[src/ima_pkg.sv]
`timescale 1ns / 1ps
// ----------------------------------------------------------------------------
// ima_pkg: shared types and constants of the I2C register access master
// Payload structs, operation codes, sequence lengths and the per-step action
// record that the step decoder hands to the top level.
// ----------------------------------------------------------------------------
package ima_pkg;

	localparam logic [1:0] OP_NONE  = 2'd0;
	localparam logic [1:0] OP_WRITE = 2'd1;
	localparam logic [1:0] OP_READ  = 2'd2;

	localparam int unsigned WRITE_STEPS = 88;
	localparam int unsigned READ_STEPS  = 112;

	localparam logic [6:0] DEV_ADDR_RESET = 7'd104;
	localparam logic       RW_WRITE       = 1'b0;
	localparam logic       RW_READ        = 1'b1;

	typedef struct packed {
		logic [1:0] operation;
		logic [7:0] reg_addr;
		logic [7:0] write_data;
		logic       sda_in;
	} in_t;

	typedef struct packed {
		logic       scl;
		logic       sda;
		logic       busy_res;
		logic       done_res;
		logic [7:0] read_data;
		logic       nack;
	} out_t;

	typedef enum logic [1:0] {
		PIN_KEEP,
		PIN_LO,
		PIN_HI,
		PIN_BIT
	} pin_op_t;

	typedef enum logic [1:0] {
		SEL_ADDR_W,
		SEL_ADDR_R,
		SEL_REG,
		SEL_DATA
	} byte_sel_t;

	typedef struct packed {
		pin_op_t   scl_op;
		pin_op_t   sda_op;
		byte_sel_t byte_sel;
		logic [2:0] bit_idx;
		logic      sample_ack;
		logic      sample_rx;
	} act_t;

endpackage

[src/ima_step_dec.sv]
`timescale 1ns / 1ps
// ----------------------------------------------------------------------------
// ima_step_dec: step decoder of the I2C register access master
// Maps a step number of a write or read sequence onto the pin action of
// that step, the byte and bit to send, and the sampling strobes.
// ----------------------------------------------------------------------------
module ima_step_dec (
	input  logic [6:0]    step,
	input  logic          is_read,
	output ima_pkg::act_t act
);

	localparam ima_pkg::act_t ACT_IDLE = '{
		scl_op: ima_pkg::PIN_KEEP, sda_op: ima_pkg::PIN_KEEP,
		byte_sel: ima_pkg::SEL_ADDR_W, bit_idx: 3'd0,
		sample_ack: 1'b0, sample_rx: 1'b0};

	function automatic ima_pkg::act_t start_act(input logic [1:0] q);
		ima_pkg::act_t a;
		a = ACT_IDLE;
		unique case (q)
			2'd0: a.sda_op = ima_pkg::PIN_HI;
			2'd1: a.scl_op = ima_pkg::PIN_HI;
			2'd2: a.sda_op = ima_pkg::PIN_LO;
			default: a.scl_op = ima_pkg::PIN_LO;
		endcase
		return a;
	endfunction

	function automatic ima_pkg::act_t stop_act(input logic [1:0] q);
		ima_pkg::act_t a;
		a = ACT_IDLE;
		unique case (q)
			2'd0: a.sda_op = ima_pkg::PIN_LO;
			2'd1: a.scl_op = ima_pkg::PIN_HI;
			default: a.sda_op = ima_pkg::PIN_HI;
		endcase
		return a;
	endfunction

	// Eight bits of three steps each, then a three step ack slot.
	function automatic ima_pkg::act_t send_act(input logic [4:0] q,
			input ima_pkg::byte_sel_t sel, input logic smp);
		ima_pkg::act_t a;
		logic [2:0] b;
		logic [4:0] r;
		a = ACT_IDLE;
		b = 3'd0;
		r = q;
		for (int i = 1; i < 8; i++) begin
			if (q >= 5'(3 * i)) begin
				b = 3'(i);
				r = q - 5'(3 * i);
			end
		end
		if (q < 5'd24) begin
			priority if (r == 5'd0) begin
				a.sda_op   = ima_pkg::PIN_BIT;
				a.byte_sel = sel;
				a.bit_idx  = b;
			end else if (r == 5'd1) begin
				a.scl_op = ima_pkg::PIN_HI;
			end else begin
				a.scl_op = ima_pkg::PIN_LO;
			end
		end else if (q == 5'd24) begin
			a.sda_op = ima_pkg::PIN_HI;
		end else if (q == 5'd25) begin
			a.scl_op     = ima_pkg::PIN_HI;
			a.sample_ack = smp;
		end else begin
			a.scl_op = ima_pkg::PIN_LO;
		end
		return a;
	endfunction

	// Release SDA, then clock in the byte, each bit sampled while SCL is high.
	function automatic ima_pkg::act_t recv_act(input logic [4:0] q);
		ima_pkg::act_t a;
		logic [4:0] r;
		a = ACT_IDLE;
		r = q - 5'd1;
		if (q == 5'd0) begin
			a.sda_op = ima_pkg::PIN_HI;
		end else if (!r[0]) begin
			a.scl_op    = ima_pkg::PIN_HI;
			a.sample_rx = 1'b1;
			a.bit_idx   = r[3:1];
		end else begin
			a.scl_op = ima_pkg::PIN_LO;
		end
		return a;
	endfunction

	always_comb begin
		priority if (step < 7'd4) begin
			act = start_act(step[1:0]);
		end else if (step < 7'd31) begin
			act = send_act(5'(step - 7'd4), ima_pkg::SEL_ADDR_W, 1'b1);
		end else if (step < 7'd58) begin
			act = send_act(5'(step - 7'd31), ima_pkg::SEL_REG, 1'b1);
		end else if (!is_read) begin
			if (step < 7'd85) begin
				act = send_act(5'(step - 7'd58), ima_pkg::SEL_DATA, 1'b1);
			end else begin
				act = stop_act(2'(step - 7'd85));
			end
		end else if (step < 7'd62) begin
			act = start_act(2'(step - 7'd58));
		end else if (step < 7'd89) begin
			act = send_act(5'(step - 7'd62), ima_pkg::SEL_ADDR_R, 1'b1);
		end else if (step < 7'd106) begin
			act = recv_act(5'(step - 7'd89));
		end else if (step < 7'd109) begin
			// Master NACK: the tail of an ack slot that is not sampled.
			act = send_act(5'(7'd24 + step - 7'd106), ima_pkg::SEL_ADDR_W, 1'b0);
		end else begin
			act = stop_act(2'(step - 7'd109));
		end
	end

endmodule

[src/i2c_master_register_access.sv]
`timescale 1ns / 1ps
// ----------------------------------------------------------------------------
// i2c_master_register_access: tick-driven I2C master for one-register access
// Every input transfer is one tick; every tick yields one output transfer
// with the SCL and SDA levels, status and the last byte read.
// ----------------------------------------------------------------------------
//
//   channel   direction  handshake              payload
//   in        input      in_valid / in_ready    ima_pkg::in_t  (op, reg, data, sda)
//   out       output     out_valid / out_ready  ima_pkg::out_t (pins, status, byte)
//   cfg       input      cfg_we, no wait        cfg_wdata: 7-bit device address
//
// One tick is taken per clock cycle unless the output stalls. The whole
// sequencer step (decode of the step number, pin update, ack and receive
// sampling) runs combinationally from the state registers into the result
// register, so the rate is set by that state update and the result register alone.
// A write transaction lasts 88 ticks and a read 112 ticks; idle ticks hold
// the pin levels and report busy low.
// Reset puts the sequencer in idle with both lines released and the device
// address at its default. A stalled output stops input acceptance only
// while the result register is full and not being taken.
// ----------------------------------------------------------------------------
module i2c_master_register_access (
	input  logic          clk,
	input  logic          arst_n,
	input  logic          in_valid,
	output logic          in_ready,
	input  ima_pkg::in_t  in_data,
	output logic          out_valid,
	input  logic          out_ready,
	output ima_pkg::out_t out_data,
	input  logic          cfg_we,
	input  logic [6:0]    cfg_wdata
);

	// Sequencer state. phase_q is zero when idle, otherwise the next step
	// number plus one.
	logic [6:0] dev_addr_q;
	logic [6:0] phase_q;
	logic       is_read_q;
	logic [7:0] reg_q;
	logic [7:0] data_q;
	logic [7:0] shift_q;
	logic [7:0] read_q;
	logic       nack_q;
	logic       scl_q;
	logic       sda_q;

	ima_pkg::out_t out_q;
	logic          out_valid_q;

	logic          in_fire;
	logic          start;
	logic          active;
	logic          is_read_e;
	logic [7:0]    reg_e;
	logic [7:0]    data_e;
	logic [7:0]    shift_e;
	logic          nack_e;
	logic [6:0]    step;
	logic [6:0]    last_step;
	logic          done;
	ima_pkg::act_t act;
	logic [7:0]    tx_byte;
	logic          tx_bit;
	logic          scl_n;
	logic          sda_n;
	logic [7:0]    shift_n;
	logic          nack_n;
	logic [7:0]    read_n;
	logic [6:0]    phase_n;

	// The result register parts the two sides: a new tick is taken whenever
	// the register is empty or its transfer completes in this cycle.
	assign in_ready = !out_valid_q || out_ready;
	assign in_fire  = in_valid && in_ready;

	// An operation is only taken while idle; the tick that takes it already
	// performs step zero with the operands taken straight from the input.
	assign start = (phase_q == 7'd0) &&
		((in_data.operation == ima_pkg::OP_WRITE) ||
		 (in_data.operation == ima_pkg::OP_READ));
	assign active    = start || (phase_q != 7'd0);
	assign is_read_e = start ? (in_data.operation == ima_pkg::OP_READ) : is_read_q;
	assign reg_e     = start ? in_data.reg_addr : reg_q;
	assign data_e    = start ? in_data.write_data : data_q;
	assign shift_e   = start ? 8'd0 : shift_q;
	assign nack_e    = start ? 1'b0 : nack_q;

	assign last_step = is_read_e ? 7'(ima_pkg::READ_STEPS - 1) :
		7'(ima_pkg::WRITE_STEPS - 1);

	always_comb begin
		step = start ? 7'd0 : phase_q - 7'd1;
		if (step > last_step) begin
			step = last_step;
		end
	end

	ima_step_dec u_step_dec (
		.step    (step),
		.is_read (is_read_e),
		.act     (act)
	);

	// The address byte reads the live device address register.
	always_comb begin
		unique case (act.byte_sel)
			ima_pkg::SEL_ADDR_W: tx_byte = {dev_addr_q, ima_pkg::RW_WRITE};
			ima_pkg::SEL_ADDR_R: tx_byte = {dev_addr_q, ima_pkg::RW_READ};
			ima_pkg::SEL_REG:    tx_byte = reg_e;
			default:             tx_byte = data_e;
		endcase
	end

	assign tx_bit = tx_byte[3'd7 - act.bit_idx];

	always_comb begin
		scl_n = scl_q;
		sda_n = sda_q;
		if (active) begin
			unique case (act.scl_op)
				ima_pkg::PIN_LO: scl_n = 1'b0;
				ima_pkg::PIN_HI: scl_n = 1'b1;
				default:         scl_n = scl_q;
			endcase
			unique case (act.sda_op)
				ima_pkg::PIN_LO:  sda_n = 1'b0;
				ima_pkg::PIN_HI:  sda_n = 1'b1;
				ima_pkg::PIN_BIT: sda_n = tx_bit;
				default:          sda_n = sda_q;
			endcase
		end
	end

	// Acks are collected in a sticky flag; the transaction never aborts.
	always_comb begin
		nack_n  = nack_e;
		shift_n = shift_e;
		if (active && act.sample_ack && in_data.sda_in) begin
			nack_n = 1'b1;
		end
		if (active && act.sample_rx && in_data.sda_in) begin
			shift_n = shift_e | (8'h80 >> act.bit_idx);
		end
	end

	assign done    = active && (step == last_step);
	assign read_n  = (done && is_read_e) ? shift_n : read_q;
	assign phase_n = !active ? phase_q : (done ? 7'd0 : step + 7'd2);

	always_ff @(posedge clk or negedge arst_n) begin
		if (!arst_n) begin
			dev_addr_q <= ima_pkg::DEV_ADDR_RESET;
		end else if (cfg_we) begin
			dev_addr_q <= cfg_wdata;
		end
	end

	always_ff @(posedge clk or negedge arst_n) begin
		if (!arst_n) begin
			phase_q   <= 7'd0;
			is_read_q <= 1'b0;
			reg_q     <= 8'd0;
			data_q    <= 8'd0;
			shift_q   <= 8'd0;
			read_q    <= 8'd0;
			nack_q    <= 1'b0;
			scl_q     <= 1'b1;
			sda_q     <= 1'b1;
		end else if (in_fire) begin
			phase_q   <= phase_n;
			is_read_q <= is_read_e;
			reg_q     <= reg_e;
			data_q    <= data_e;
			shift_q   <= shift_n;
			read_q    <= read_n;
			nack_q    <= nack_n;
			scl_q     <= scl_n;
			sda_q     <= sda_n;
		end
	end

	always_ff @(posedge clk or negedge arst_n) begin
		if (!arst_n) begin
			out_valid_q <= 1'b0;
		end else if (in_fire) begin
			out_valid_q <= 1'b1;
		end else if (out_ready) begin
			out_valid_q <= 1'b0;
		end
	end

	always_ff @(posedge clk) begin
		if (in_fire) begin
			out_q.scl       <= scl_n;
			out_q.sda       <= sda_n;
			out_q.busy_res  <= active;
			out_q.done_res  <= done;
			out_q.read_data <= read_n;
			out_q.nack      <= nack_n;
		end
	end

	assign out_valid = out_valid_q;
	assign out_data  = out_q;

	// A finished transaction is always reported on a busy tick.
	a_done_busy: assert property (@(posedge clk) disable iff (!arst_n)
		(out_valid && out_data.done_res) |-> out_data.busy_res)
		else $error("done reported on an idle tick");

	// The step counter never runs past the read sequence.
	a_phase_range: assert property (@(posedge clk) disable iff (!arst_n)
		(phase_q <= 7'(ima_pkg::READ_STEPS)) &&
		(is_read_q || (phase_q <= 7'(ima_pkg::WRITE_STEPS))))
		else $error("phase beyond the end of the sequence");

	// A write started from idle moves on to its second step.
	a_write_start: assert property (@(posedge clk) disable iff (!arst_n)
		(in_fire && (phase_q == 7'd0) && (in_data.operation == ima_pkg::OP_WRITE))
		|=> ((phase_q == 7'd2) && !is_read_q))
		else $error("write did not start");

	// Without an accepted tick the sequencer does not move.
	a_hold: assert property (@(posedge clk) disable iff (!arst_n)
		!in_fire |=> ($stable(phase_q) && $stable(scl_q) && $stable(sda_q)))
		else $error("sequencer moved without a tick");

endmodule
[config.mk]
export PLATFORM = sky130hd
export DESIGN_NAME = i2c_master_register_access
export DESIGN_NICKNAME = d
export VERILOG_FILES = /design/src/ima_pkg.sv /design/src/ima_step_dec.sv /design/src/i2c_master_register_access.sv
export SDC_FILE = /design/constraint.sdc
export NUM_CORES = 1
export LEC_CHECK = 0
export BUFFER_PORTS_ARGS = -buffer_cell sky130_fd_sc_hd__buf_2
export CAP_MARGIN = 25
export CORE_UTILIZATION = 40
export DETAILED_ROUTE_END_ITERATION = 12
export PLACE_DENSITY = 0.54
export SLEW_MARGIN = 20
export SYNTH_ARGS = -nofsm -noshare
export SYNTH_HDL_FRONTEND = slang
export SYNTH_SLANG_ARGS = --single-unit
[constraint.sdc]
create_clock -name clk -period 8.85 [get_ports clk]
set_input_delay 0.4425 -clock clk [delete_from_list [all_inputs] [get_ports clk]]
set_output_delay 0.4425 -clock clk [all_outputs]
set_load 0.01 [all_outputs]
==> results of run 1 <==
==> sequential cells by signal, summed over array words and instances, names as in the netlist <==
name        cells
read_q          8
sda_q           1
reg_q           8
is_read_q       1
shift_q         8
dev_addr_q      7
out_valid       1
phase_q         7
data_q          8
out_data       13
nack_q          1
scl_q           1
==> cell families after synthesis <==
logic type,share of synthesized area
AND/OR/NAND/NOR,0.208
buffers and inverters,0.0610
multiplexers,0.0786
AO/OA/AOI/OAI,0.359
adder cells (fa/ha/maj),0.0875
flip-flops,0.186
XOR/XNOR,0.0195
==> cell type report <==
| type | instances | area share |
|---|---|---|
| clock buffer | 9 | 0.0220 |
| sequential | 64 | 0.164 |
| timing repair buffer | 125 | 0.0808 |
| clock inverter | 7 | 0.00979 |
| tap | 280 | 0.0343 |
| inverter | 53 | 0.0195 |
| multi-input combinational | 953 | 0.670 |
==> synth_stat cells, drive strengths merged, types with 8 or more instances <==
cell,instances
o311ai,9
a2111oi,13
nand3,39
nor2,94
o211ai,27
ha,62
clkbuf,50
a211oi,27
and2,12
o22ai,10
mux2i,12
a41oi,9
nand4,10
nor3,31
and3,10
edfxtp,13
o21ai,61
inv,50
a21oi,65
a311oi,10
dfrtp,46
a31oi,26
o21a,10
a21o,9
nor4,13
o221ai,9
mux2,52
xnor2,16
a32oi,8
and4,9
o2111ai,8
nand2,121
o31ai,26
a21boi,15
nand2b,9
buf,29
==> layout by cell type (no fill, tap or decap), types with 10 or more instances in the layout <==
cell type	synthesis	layout
inv_1	44	44
edfxtp_1	13	13
nand3_1	39	39
nor2_1	92	90
and2_1	11	11
ha_1	62	62
and3_1	10	10
a31oi_1	26	26
xnor2_1	16	16
a211oi_1	22	21
nand4_1	10	10
a21oi_1	63	63
nand2_1	120	120
mux2_2	52	52
a21boi_0	13	13
buf_2	12	45
nor3_1	31	31
dfrtp_1	46	46
o31ai_1	25	25
o211ai_1	25	25
buf_4	4	80
o21ai_0	51	50
mux2i_1	12	12
==> what timing repair did <==
action / CTS / global route
resized for setup: 0 / 14
buffers inserted: 0 / 3
hold buffers: 0 / 0
setup endpoints to repair: 0 / 28
==> critical path: cells and delay by family (launching register included) <==
family | cells | cell delay [ns]
buffers and inverters | 7 | 0.97
AOI/OAI and AO/OA | 11 | 2.71
DFF | 1 | 0.45
and+or+nand+nor | 11 | 2.72
adders and majority gates | 5 | 1.23
==> layer usage <==
metal | routed length [um] | vias to the layer above | share of wire
met3 | 4660 | 122 | 0.11
met1 | 18600 | 4940 | 0.44
met5 | 0 | - | 0
met4 | 1750 | 0 | 0.041
met2 | 17300 | 625 | 0.41
li1 | - | 4573 | -
==> through the flow <==
step	cell area [um^2]	setup slack [ns]	hold slack, ns	util	cells
final	10200	0.457	0.224	0.467	1491
after global routing	10200	0.0132	0.312	0.467	1491
after CTS	10100	0.227	0.261	0.464	1488
after detailed placement	9820	0.151	0.450	0.449	1472
after global placement	9820	0.157	0.450	0.449	1472
after floorplan	9010	0.00215	0.147	-	1149
==> worst min-delay path by stage <==
stage                           start               endpoint  slack (ns)  cells past startpoint
floorplan                      arst_n  data_q[0]$_DFFE_PN0P_        0.15                      0
global placement    scl_q$_DFFE_PN1P_      scl_q$_DFFE_PN1P_        0.45                      2
detailed placement  scl_q$_DFFE_PN1P_      scl_q$_DFFE_PN1P_        0.45                      2
CTS                            arst_n  read_q[3]$_DFFE_PN0P_        0.26                      2
global route                   arst_n  read_q[3]$_DFFE_PN0P_        0.31                      2
finish                         arst_n  read_q[3]$_DFFE_PN0P_        0.22                      2
==> reports/qor.yml, run 1 <==
cells_and_area:
  multi_input_area_mm2: 0.00685
  diodes: 0
  regArea_mm2: 0.00167
  area_delta_synth_final_pct: 13.8
  drive_above_1_share: 0.214
  nFillCells: 2210
  nNetsFinal: 1299
global_routing:
  grt_pass1_wl_mm: 64.2
  grt_start_max_net_pins: 52
  antenna_found_initial: 0
  grt_use_total: 0.363
  grt.busiest_layer: "met2"
  use_met3: 0.0898
  grt_overflow: 0
  grt_pass1_vias: 10000
  grtUsageMet2: 0.518
  grt_util_met1: 0.517
clock_tree:
  cts-root-buf: "clkbuf_16"
  worstSkewPairLatency_ns: 0.33
  cts.reportedPaths.clkPinSlew_ns: 0.06
  cts_tree: "built"
  numCtsBuffers: 9
  htree_levels: 3
  clock_path_buffers: 2
  cts.sinks: 64
synth:
  synth_edf_count: 13
  netlist.area_leader.share: 0.128
  ys_ff_latch: 64
  syn_area_per_cell_um2: 7.82
  synth_area_leader_cell: "dfrtp_1"
  yosys_warnings: 0
  synth_ff_type: "dfrtp_1"
  synthArstFlopShare: 0.797
  synth_area_leaders: "dfrtp_1, ha_1, mux2_2, nand2_1, edfxtp_1"
  yosys.cell_types.count: 107
  postSynthCellCount: 1149
  synthesis.area_mm2: 0.00898
  yosysSeqAreaShare: 0.186
  syn_nets: 1242
die:
  dieArea_mm2: 0.0231
  pin_count: 46
  rows: 54
  coreArea_mm2: 0.0219
  die_h_um: 152
  start_util: 0.410
  die_w_um: 152
sta:
  rsz0062_at_grt: "false"
  min_period_ns: 8.39
  clock.fmax_ghz: 0.119
  setup_tns_ns: 0
  setup_viol: 0
  slew_viol_final: 0
  skew_ns: 0.00702
  worst-slew-pin-transition_ns: 1.02
  slew_headroom: 0.304
  hold_viol: 0
  period_share: 0.948
critical_path:
  critPathCapture: "out_data[11]$_DFFE_PP_"
  cp.required_ns: 8.91
  endpoint_kind: "flip-flop"
  arrival_ns: 8.45
  critPathMaxFanout: 11
  r2r_end: "out_data[11]$_DFFE_PP_"
  slowest_stage: "or4_4"
  rr_worst_depth: 34
  cpMostUsedCell: "ha_1"
  cpPeakStageDelay_ns: 0.61
  startpoint: "phase_q[1]$_DFFE_PN0P_"
  cp-start-kind: "flip-flop"
  worst-setup-path-type: "flip-flop to flip-flop"
  r2r-start: "phase_q[1]$_DFFE_PN0P_"
  r2r_slack_ns: 0.46
placement:
  portBuffers: 45
  gp_congestion: 1.02
  dp_hpwl_mm: 31.7
flow_run:
  max_cap_viol_count: 0
drt:
  drt_wl_total_mm: 42.2
  drtAntennaViolNets: 0
  firstDrtPassIters: 7
  routed-via-count: 10300
  wl_per_cell_um: 28.3
  drc_errors: 0
  drtIter0Drc: 1115
  vias_per_cell: 6.88
status:
  status: "finished clean"
hold_path:
  hold_path_class: "primary input to async pin"
Power of run 1 is not shown: default switching activity piles up to over one toggle a cycle in this logic, so the estimate is an artifact.
==> run 2, diff against run 1 <==
Settings changed: CELL_PAD_IN_SITES_DETAIL_PLACEMENT set to 0, CELL_PAD_IN_SITES_GLOBAL_PLACEMENT set to 2, CORE_UTILIZATION 40 to 35, PLACE_DENSITY 0.54 to 0.75.
==> reports/qor.yml, run 2 (synthesized netlist as in run 1, its figures left out) <==
status:
  status: "finished clean"  # unchanged
drt:
  routed-via-count: 10100  # was 10300
  firstDrtPassIters: 5  # was 7
  wl_per_cell_um: 27.4  # was 28.3 um
  vias_per_cell: 6.60  # was 6.88
  drtIter0Drc: 1385  # was 1115
  drc_errors: 0  # unchanged
  drt_wl_total_mm: 42.0  # was 42.2 mm
  drtAntennaViolNets: 0  # unchanged
die:
  rows: 58  # was 54
  coreArea_mm2: 0.0252  # was 0.0219 mm^2
  dieArea_mm2: 0.0263  # was 0.0231 mm^2
  pin_count: 46  # unchanged
  die_h_um: 162  # was 152 um
  die_w_um: 162  # was 152 um
  start_util: 0.357  # was 0.410
cells_and_area:
  nNetsFinal: 1290  # was 1299
  largest_register_ff_count: 13  # unchanged
  layout_common_cells: "nand2_1, nor2_1, buf_4"  # unchanged
  area_delta_synth_final_pct: 14.1  # was 13.8%
  final_common_cell: "nand2_1"  # unchanged
  nFillCells: 2602  # was 2210
  drive_above_1_share: 0.214  # about the same
  fin_area_mm2: 0.0102  # about the same
sta:
  setup_viol: 0  # unchanged
  period_share: 0.953  # was 0.948
  timing.hold.ws_ns: 0.216  # was 0.224 ns
  skew_ns: 0.00766  # was 0.00702 ns
  hold_viol: 0  # unchanged
  slew_headroom: 0.324  # was 0.304
  min_period_ns: 8.43  # was 8.39 ns
  timing.final.ws_setup_ns: 0.418  # was 0.457 ns
  clock.fmax_ghz: 0.119  # about the same
  slew_viol_final: 0  # unchanged
  worst-slew-pin-transition_ns: 1.01  # was 1.02 ns
critical_path:
  r2r-start: "phase_q[0]$_DFFE_PN0P_"  # was phase_q[1]$_DFFE_PN0P_
  startpoint: "phase_q[0]$_DFFE_PN0P_"  # was phase_q[1]$_DFFE_PN0P_
  cp.required_ns: 8.91  # about the same
  endpoint_kind: "flip-flop"  # unchanged
  path_delay_family: "compound AO/OA/AOI/OAI gates"  # was simple AND/OR/NAND/NOR gates
  critPathMaxFanout: 19  # was 11
  r2r_slack_ns: 0.42  # was 0.46 ns
  critical_path_buf_inv_count: 6  # was 7
  arrival_ns: 8.49  # was 8.45 ns
  cpMostUsedCell: "ha_1"  # unchanged
  cpPeakStageDelay_ns: 0.69  # was 0.61 ns
  slowest_stage: "or4b_1"  # was or4_4
  worst-setup-path-type: "flip-flop to flip-flop"  # unchanged
  cp-start-kind: "flip-flop"  # unchanged
flow_run:
  max_cap_viol_count: 0  # unchanged
global_routing:
  grt_start_max_net_pins: 52  # unchanged
  antenna_found_initial: 1  # was 0
  grt_use_total: 0.318  # was 0.363
  grt_pass1_wl_mm: 62.7  # was 64.2 mm
  grt_overflow: 0  # unchanged
  grt_pass1_vias: 9447  # was 10000
clock_tree:
  htree_levels: 3  # unchanged
  cts_tree: "built"  # unchanged
  cts.reportedPaths.clkPinSlew_ns: 0.06  # about the same
  worstSkewPairLatency_ns: 0.33  # about the same
  numCtsBuffers: 9  # unchanged
  clock_path_buffers: 2  # unchanged
  postCtsHoldBufs: 0  # unchanged
  cts-root-buf: "clkbuf_16"  # unchanged
  cts.sinks: 64  # unchanged
placement:
  dpl_cell_area_mm2: 0.00986  # was 0.00982 mm^2
  dp_hpwl_mm: 31.7  # about the same
  portBuffers: 45  # unchanged
  dp_slack_ns: 0.169  # was 0.151 ns
  gp_congestion: 0.958  # was 1.02
hold_path:
  hold_path_class: "primary input to async pin"  # unchanged
==> run 2: cell types whose count changed in the layout (fill, tap and decap cells not counted), moves of 2 or more <==
cell	before	now
nor2_2	3	5
ha_1	62	58
ha_2	0	4
buf_4	80	69
==> run 2: cell type report <==
class,instances,area [um^2],area share
well taps,330,413,0.0403
clock inverters,7,103,0.0100
inverters,53,199,0.0194
multi-input cells,953,6860,0.669
repair buffers,116,774,0.0756
clock buffers,9,225,0.0220
flip-flops and latches,64,1670,0.163
diodes,1,2.50,0.000244
==> run 2: final timing paths <==
check | endpoint | cells after the start
max reg2reg | out_data[11]$_DFFE_PP_ | 32
max | out_data[11]$_DFFE_PP_ | 32
min in group clk | dev_addr_q[5]$_DFFE_PN1P_ | 3
max in group asynchronous | reg_q[4]$_DFFE_PN0P_ | 2
min | read_q[4]$_DFFE_PN0P_ | 2
min reg2reg | scl_q$_DFFE_PN1P_ | 2
==> run 2: metal layers <==
layer	routed length, um	track usage	vias to the layer above
met5	0	0	-
met4	1450	0.112	0
met3	3730	0.0654	95
met2	17500	0.454	538
met1	19300	0.467	4925
li1	-	-	4557
==> run 2: through the flow <==
stage	utilization	std cells	setup TNS (ns)
6_report	0.407	1533	0
5_1_grt	0.407	1532	-0.0122
4_1_cts	0.404	1532	0
3_5_place_dp	0.391	1516	0
3_3_place_gp	0.391	1516	0
2_1_floorplan	-	1149	0
==> run 2: worst reg2reg max path, delay by kind of cell (launching register included) <==
kind,cells,cell delay [ns]
adder cells (fa/ha/maj),5,1.27
flip-flops,1,0.38
AND/OR/NAND/NOR,8,2.42
AO/OA/AOI/OAI,13,3.17
buffers and inverters,6,0.93
==> run 2: timing repair <==
item,in CTS,in global routing
setup buffers,0,0
endpoints found under the setup margin,0,28
resized for setup,0,20
Power of run 2 is left out for the same reason.
